File: src/iir_df_pkg.sv
`timescale 1ns / 1ps
// Shared types, constants and arithmetic helpers of the direct-form IIR filter.
package iir_df_pkg;

  // Filter order, clamped to the supported range of one to four.
  localparam int ORDER   = 4;
  localparam int ORD_EFF = (ORDER < 1) ? 1 : ((ORDER > 4) ? 4 : ORDER);
  // The histories always hold four taps, whatever the order.
  localparam int TAPS    = 4;

  // Field widths.
  localparam int SAMPLE_W   = 16;
  localparam int COEF_W     = 32;
  localparam int Y_FRAC     = 16;
  localparam int Y_W        = SAMPLE_W + Y_FRAC;
  localparam int CFG_DATA_W = 64;
  localparam int CFG_IDX_W  = 3;
  localparam int HALF_W     = CFG_DATA_W / 2;

  // Arithmetic widths: b*x is Q.28, a*y is Q.44 and is rounded to Q.28.
  localparam int BX_W      = COEF_W + SAMPLE_W;
  localparam int AY_P_W    = COEF_W + Y_W;
  localparam int AY_SHIFT  = 16;
  localparam int AY_W      = AY_P_W - AY_SHIFT;
  localparam int TERM_W    = ((BX_W > AY_W) ? BX_W : AY_W) + 1;
  localparam int ACC_W     = TERM_W + 3;
  localparam int ACC_SHIFT = 12;
  localparam int ACC_RND_W = ACC_W - ACC_SHIFT;

  localparam logic signed [AY_P_W-1:0] AY_HALF  = AY_P_W'(1 << (AY_SHIFT - 1));
  localparam logic signed [ACC_W-1:0]  ACC_HALF = ACC_W'(1 << (ACC_SHIFT - 1));
  localparam logic signed [Y_W:0]      Y_HALF   = (Y_W + 1)'(1 << (Y_FRAC - 1));

  typedef logic signed [SAMPLE_W-1:0] sample_t;
  typedef logic signed [COEF_W-1:0]   coef_t;
  typedef logic signed [Y_W-1:0]      yq_t;
  typedef logic signed [BX_W-1:0]     bx_t;
  typedef logic signed [AY_P_W-1:0]   ay_prod_t;
  typedef logic signed [AY_W-1:0]     ay_t;
  typedef logic signed [TERM_W-1:0]   term_t;
  typedef logic signed [ACC_W-1:0]    acc_t;

  // Configuration register indexes.
  typedef enum logic [CFG_IDX_W-1:0] {
    REG_B0_B1 = 3'd0,
    REG_B2_B3 = 3'd1,
    REG_B4_A1 = 3'd2,
    REG_A2_A3 = 3'd3,
    REG_A4    = 3'd4
  } cfg_reg_e;

  // Control that the top level hands to each tap cell.
  typedef struct packed {
    logic  push;
    coef_t coef_b;
    coef_t coef_a;
  } cell_ctrl_t;

  // Round a Q.44 feedback product to Q.28 (add one half, floor shift).
  function automatic ay_t round_product(input ay_prod_t p);
    ay_prod_t r;
    r = p + AY_HALF;
    return AY_W'(r >>> AY_SHIFT);
  endfunction

  // Round the Q.28 accumulator to Q16.16 and saturate to 32 bits.
  function automatic yq_t round_acc_sat(input acc_t acc);
    acc_t                         r;
    logic signed [ACC_RND_W-1:0] s;
    r = acc + ACC_HALF;
    s = ACC_RND_W'(r >>> ACC_SHIFT);
    if (!s[ACC_RND_W-1] && (|s[ACC_RND_W-2:Y_W-1])) begin
      return {1'b0, {(Y_W-1){1'b1}}};
    end else if (s[ACC_RND_W-1] && !(&s[ACC_RND_W-2:Y_W-1])) begin
      return {1'b1, {(Y_W-1){1'b0}}};
    end else begin
      return s[Y_W-1:0];
    end
  endfunction

  // Round a Q16.16 output to an integer sample and saturate to 16 bits.
  function automatic sample_t y_to_sample(input yq_t y);
    logic signed [Y_W:0]        r;
    logic signed [SAMPLE_W:0]   s;
    r = (Y_W + 1)'(y) + Y_HALF;
    s = (SAMPLE_W + 1)'(r >>> Y_FRAC);
    if (s[SAMPLE_W] != s[SAMPLE_W-1]) begin
      return s[SAMPLE_W] ? {1'b1, {(SAMPLE_W-1){1'b0}}} : {1'b0, {(SAMPLE_W-1){1'b1}}};
    end else begin
      return s[SAMPLE_W-1:0];
    end
  endfunction

endpackage

File: src/iir_df_cell.sv
`timescale 1ns / 1ps
// One filter tap: holds an input and an output history entry and its product term.
module iir_df_cell (
  input  logic                    clk_i,
  input  logic                    rst_ni,
  input  iir_df_pkg::cell_ctrl_t  ctrl_i,
  input  iir_df_pkg::sample_t     x_i,
  input  iir_df_pkg::yq_t         y_i,
  output iir_df_pkg::sample_t     x_o,
  output iir_df_pkg::yq_t         y_o,
  output iir_df_pkg::term_t       term_o
);

  iir_df_pkg::sample_t   x_q, x_d;
  iir_df_pkg::yq_t       y_q, y_d;
  iir_df_pkg::term_t     term_q, term_d;
  iir_df_pkg::coef_t     coef_b;
  iir_df_pkg::coef_t     coef_a;
  iir_df_pkg::bx_t       bx;
  iir_df_pkg::ay_prod_t  ay_prod;
  iir_df_pkg::ay_t       ay;

  // Take the neighbor's entries on a request, then form this tap's term for
  // the next sample from the updated history.
  always_comb begin
    coef_b  = ctrl_i.coef_b;
    coef_a  = ctrl_i.coef_a;
    x_d     = ctrl_i.push ? x_i : x_q;
    y_d     = ctrl_i.push ? y_i : y_q;
    bx      = coef_b * x_d;
    ay_prod = coef_a * y_d;
    ay      = iir_df_pkg::round_product(ay_prod);
    term_d  = iir_df_pkg::TERM_W'(bx) - iir_df_pkg::TERM_W'(ay);
  end

  // History entries and the registered term.
  always_ff @(posedge clk_i or negedge rst_ni) begin
    if (!rst_ni) begin
      x_q    <= '0;
      y_q    <= '0;
      term_q <= '0;
    end else begin
      x_q    <= x_d;
      y_q    <= y_d;
      term_q <= term_d;
    end
  end

  assign x_o    = x_q;
  assign y_o    = y_q;
  assign term_o = term_q;

endmodule

File: config.mk
export PLATFORM = sky130hd
export DESIGN_NAME = iir_df_cell
export DESIGN_NICKNAME = d
export VERILOG_FILES = /design/src/iir_df_pkg.sv /design/src/iir_df_cell.sv
export SDC_FILE = /design/constraint.sdc
export NUM_CORES = 2
export LEC_CHECK = 0
export BUFFER_PORTS_ARGS = -buffer_cell sky130_fd_sc_hd__clkbuf_2
export CAP_MARGIN = 20
export CORE_UTILIZATION = 60
export CTS_CLUSTER_SIZE = 14
export DETAILED_ROUTE_END_ITERATION = 16
export GPL_TIMING_DRIVEN = 1
export PLACE_DENSITY = 0.84
export SLEW_MARGIN = 30
export SYNTH_ARGS = -nofsm -noshare
export SYNTH_HDL_FRONTEND = slang
export SYNTH_SLANG_ARGS = --single-unit
export TNS_END_PERCENT = 30
File: constraint.sdc
create_clock -name clk_i -period 13.95 [get_ports clk_i]
set_input_delay 0.6975 -clock clk_i [delete_from_list [all_inputs] [get_ports clk_i]]
set_output_delay 0.6975 -clock clk_i [all_outputs]
set_load 0.05 [all_outputs]
# == Yosys cells after proc, flatten, opt, wreduce, memory -nomap -nowiden ==
# Index checks and enable logic that the tools add are counted.
# classes
multipliers,2
muxes,2
n_addsub,2
# ops
op,count
$add A64 B17 Y64 const B,1
$mul A32 B32 Y64,1
$sub A48 B48 Y49,1
$mul A32 B16 Y48,1
$mux W32,1
$mux W16,1
# totals
ff_bits,97
word_cells,9
out_inout_bits,97

# == Longest topological paths before layout ==
# depth
depth_word,4
depth_mapped,53

# == Worst setup path before layout ==
# Ideal clock, no wire load.
# synth_path
path_type,input port to flip-flop
from,in ctrl_i[64] in the netlist's numbering
to,"reg term_q[48], in the netlist term_o[48]"
cell_stages,44
path_slack_ns,0.240
t_arrival_ns,13.630
cell_sequence,clkbuf_1 -> clkbuf_1 -> mux2_2 -> clkbuf_1 -> nand2_1 -> inv_1 -> fa_1 -> fa_1 -> fa_1 -> fa_1 -> inv_1 -> fa_1 -> inv_1 -> fa_1 -> fa_1 -> fa_1 -> ha_1 -> nand2_1 -> [... 8 more ...] -> a31o_2 -> xnor2_1 -> fa_1 -> inv_1 -> fa_1 -> fa_1 -> fa_1 -> fa_1 -> inv_1 -> fa_1 -> ha_1 -> a21o_1 -> a21oi_1 -> o21ai_0 -> a2111o_1 -> a21o_1 -> a21oi_2 -> xnor2_1
# synth_via
elab_chain_cells,4
elab_cells_between_ends,6
# synth_rtl
element,line_no,rtl
start: declaration,iir_df_cell.sv:6,"input iir_df_pkg::cell_ctrl_t ctrl_i,"
$mux W32,iir_df_cell.sv:29,y_d = ctrl_i.push ? y_i : y_q;
$mul A32 B32 Y64,iir_df_cell.sv:31,ay_prod = coef_a * y_d;
$add A64 B17 Y64,iir_df_pkg.sv:62,r = p + AY_HALF;
$sub A48 B48 Y49 *,iir_df_cell.sv:33,term_d = iir_df_pkg::TERM_W'(bx) - iir_df_pkg::TERM_W'(ay);
via term_d[48],iir_df_cell.sv:16,"iir_df_pkg::term_t term_q, term_d;"
end signal: assignment,iir_df_cell.sv:45,term_q <= term_d;
end: declaration,iir_df_cell.sv:16,
# Mark *: on every way through the listed nets, which the timed path passes. The rest lies on a longest branch.

# == Worst setup path after layout ==
# Ends and elaborated chain as after synthesis.

==> results.md <==
* Status: complete, no violations
* Period utilization at 96.69%
* GRT Total Usage at a little under a third
* Final instance area at a little over 0.06 sq mm
* Critical path endpoint category: flop
* CP startpoint kind: input pin
* H-tree depth at 3
* Max cap viols at 0
* Synthesis-to-finish area growth at 5.746%
* ANT nets after route at 0
* Main area contributors after synthesis: fa_1, inv_1, ha_1
* Final core utilization at between 60% and 70%
* Drt initial violations at between 2,000 and 3,000
* GRT overflow at 0
* Max stage delay on crit path at approximately 550 ps
* Hold WC Path Type: in2async
* Slew Limit Fails at 0
* Top-count cell post-synth: fa_1
* EDFF count, synth at 0
* Initial antenna violation count at 5
* Slew Limit Headroom at 41.00%
* Met2 Use GR at a little over half
* Hold Violations, Final at 0
* Setup CP Type: in2reg
* Ys flop type: dfrtp_1
* Clock root cell: clkbuf_16
* Syn nets at around 8,000
* Worst Max-Slew Pin Slew at roughly 880 ps
* WP data required at between 10,000 and 15,000 ps
* DP HPWL at 123,600 microns
* Clock buffer count from CTS at 9
* Total number of vias at 41,180
* Vias per cell at between 5 and 6
* Worst-path maximum fanout at 18
* CTS Hold Bufs at 0
* CTS clk-pin slew, worst paths at 80 ps
* Post-synthesis sequential area ratio at ~4.2%
* RSZ-0062 raised after global routing: no
* Reg-to-reg slack, setup at roughly 700 ps
* Row count at between 100 and 150
* #FFs+latches synth at just under 100
* Die area at 0.09716 sq mm
* Initial Utilization at approximately three fifths
* Post-Place Worst Slack at -32.13 ps
* GR Util met1 at 38.63%
* Nets at 8,135
* Post-Syn Area per Cell at approximately 9.6 sq um
* Period minus WS final at ~13,000 ps
* Clock sink total at 97
* Clk_lat worst skew at 440 ps
* Most frequent cells after synthesis: fa_1, inv_1, nand2_1, and2_1, ha_1
* Placed cell areas at approximately 0.06 sq mm
* Mapped Area at ~0.058 sq mm
* Share of cells above drive strength 1 at 7.988%
* PortBufs at around 210
* # DRC at 0
* Mapped Cells at between 6,000 and 7,000
* Clk buf depth at 2
* FMAX at around 74 MHz
* DRT Pass-1 Iters at 5
* Wire length per cell at approximately 20 microns
* Asr flop ratio synth at 100.0%
* Global-route wire length before repair at 241,900 microns
* Slowest CP cell: fa_1
* Die height at 311.7 microns
* I/O Pins at about 210
* Largest net degree at the start of global routing at 67
* Final worst slack at approximately 460 ps
* GRT Max-Usage Layer: met2
* Crit path top cell by count: fa_1
* Cell type with the largest total area after synthesis: fa_1
* CTS tree: done
* Worst Skew at between 15 and 20 ps
* Worst path arrival time at approximately 14,000 ps
* Final setup viols at 0
* Met3 usage at 5.324%
* Top cell type's share of synthesized area at between 50% and 60%
* Total Wirelength at 145,100 microns
* Die W at around 310 microns
* Post-synthesis cell type count at 68
* Yosys warns at 0
* Placer Congestion at about 0.98
* Vias in the first global route at between 40,000 and 50,000
* Core area at 0.09501 sq mm
==> kinds of logic after synthesis <==
kind of cell,count (synthesis),synth area share [%]
compound gates,310,3.498
xor+xnor,114,1.735
flops,97,4.218
mux,49,0.9435
fa+ha+maj,1916,62.77
buf+inv,1824,11.94
simple gates,1695,14.90
==> metrics by stage <==
step                      hold WS (ps)  TNS (ps)  cells
after global placement           654.4    -12.59   7351
after CTS                        419.9         0   7367
after detailed placement         659.3    -32.57   7351
final                            280.7         0   7377
after floorplan                  401.9         0   6005
after global routing             335.0         0   7376
==> flip-flops by register name (all words and copies together), names as in the netlist <==
signal,count
y_o,32
x_o,16
term_o,49
==> cells in the final DEF (no fill, tap or decap), types with 10 or more instances in the layout <==
master / synthesis / final
fa_1: 1619 / 1618
inv_1: 1537 / 1537
nand2_1: 731 / 731
and2_1: 542 / 542
ha_1: 297 / 297
nor2b_1: 253 / 253
clkbuf_2: 0 / 209
buf_4: 0 / 162
a21oi_1: 101 / 100
dfrtp_1: 97 / 97
nor2_1: 81 / 80
xnor2_1: 79 / 78
a21o_1: 59 / 59
o21ai_0: 52 / 51
mux2_2: 39 / 36
xor2_1: 35 / 35
or2_2: 22 / 22
o21bai_1: 15 / 15
nand3_1: 14 / 14
nand4_1: 13 / 13
and3_1: 11 / 11
o21a_1: 11 / 11
a31oi_1: 11 / 10
==> worst paths after layout <==
check                           startpoint         end  cells past startpoint
min in group clk_i                  y_i[8]      y_o[8]                      2
worst min register to register      y_o[8]      y_o[8]                      1
worst min-delay path                rst_ni  term_o[22]                      1
worst max register to register      y_o[2]  term_o[48]                     45
max in group asynchronous           rst_ni     y_o[20]                      2
worst max-delay path            ctrl_i[64]  term_o[48]                     49
==> critical path, delay by kind of cell <==
kind                     cells  cell delay, ps
XOR/XNOR                     2             380
AO/OA/AOI/OAI               15            3300
buffers and inverters       12            1250
multiplexers                 1             400
AND/OR/NAND/NOR              3             430
adder cells (fa/ha/maj)     16            7360
==> layout make-up <==
| class | instances | area (sq um) |
|---|---|---|
| inverters | 1537 | 5769 |
| repair buffers | 375 | 2333 |
| multi-input cells | 4084 | 48440 |
| clock inverters | 6 | 73.82 |
| diodes | 3 | 7.507 |
| well taps | 1265 | 1583 |
| flip-flops and latches | 97 | 2427 |
| fillers | 7317 | 34150 |
| clock buffers | 10 | 229.0 |
==> routing by layer <==
metal	up-vias	part of all wire, %
li1	17270	-
met1	21360	35
met2	2000	51
met3	544	7.8
met4	0	6.7
met5	-	0
==> repair_timing <==
action / in CTS / in global routing
resized for setup: 0 / 15
endpoints found under the setup margin: 0 / 10
buffers inserted: 0 / 7
Power is left out: the tool's default activity adds up to more than one toggle a clock period on the data nets, which glitch-free logic cannot reach.
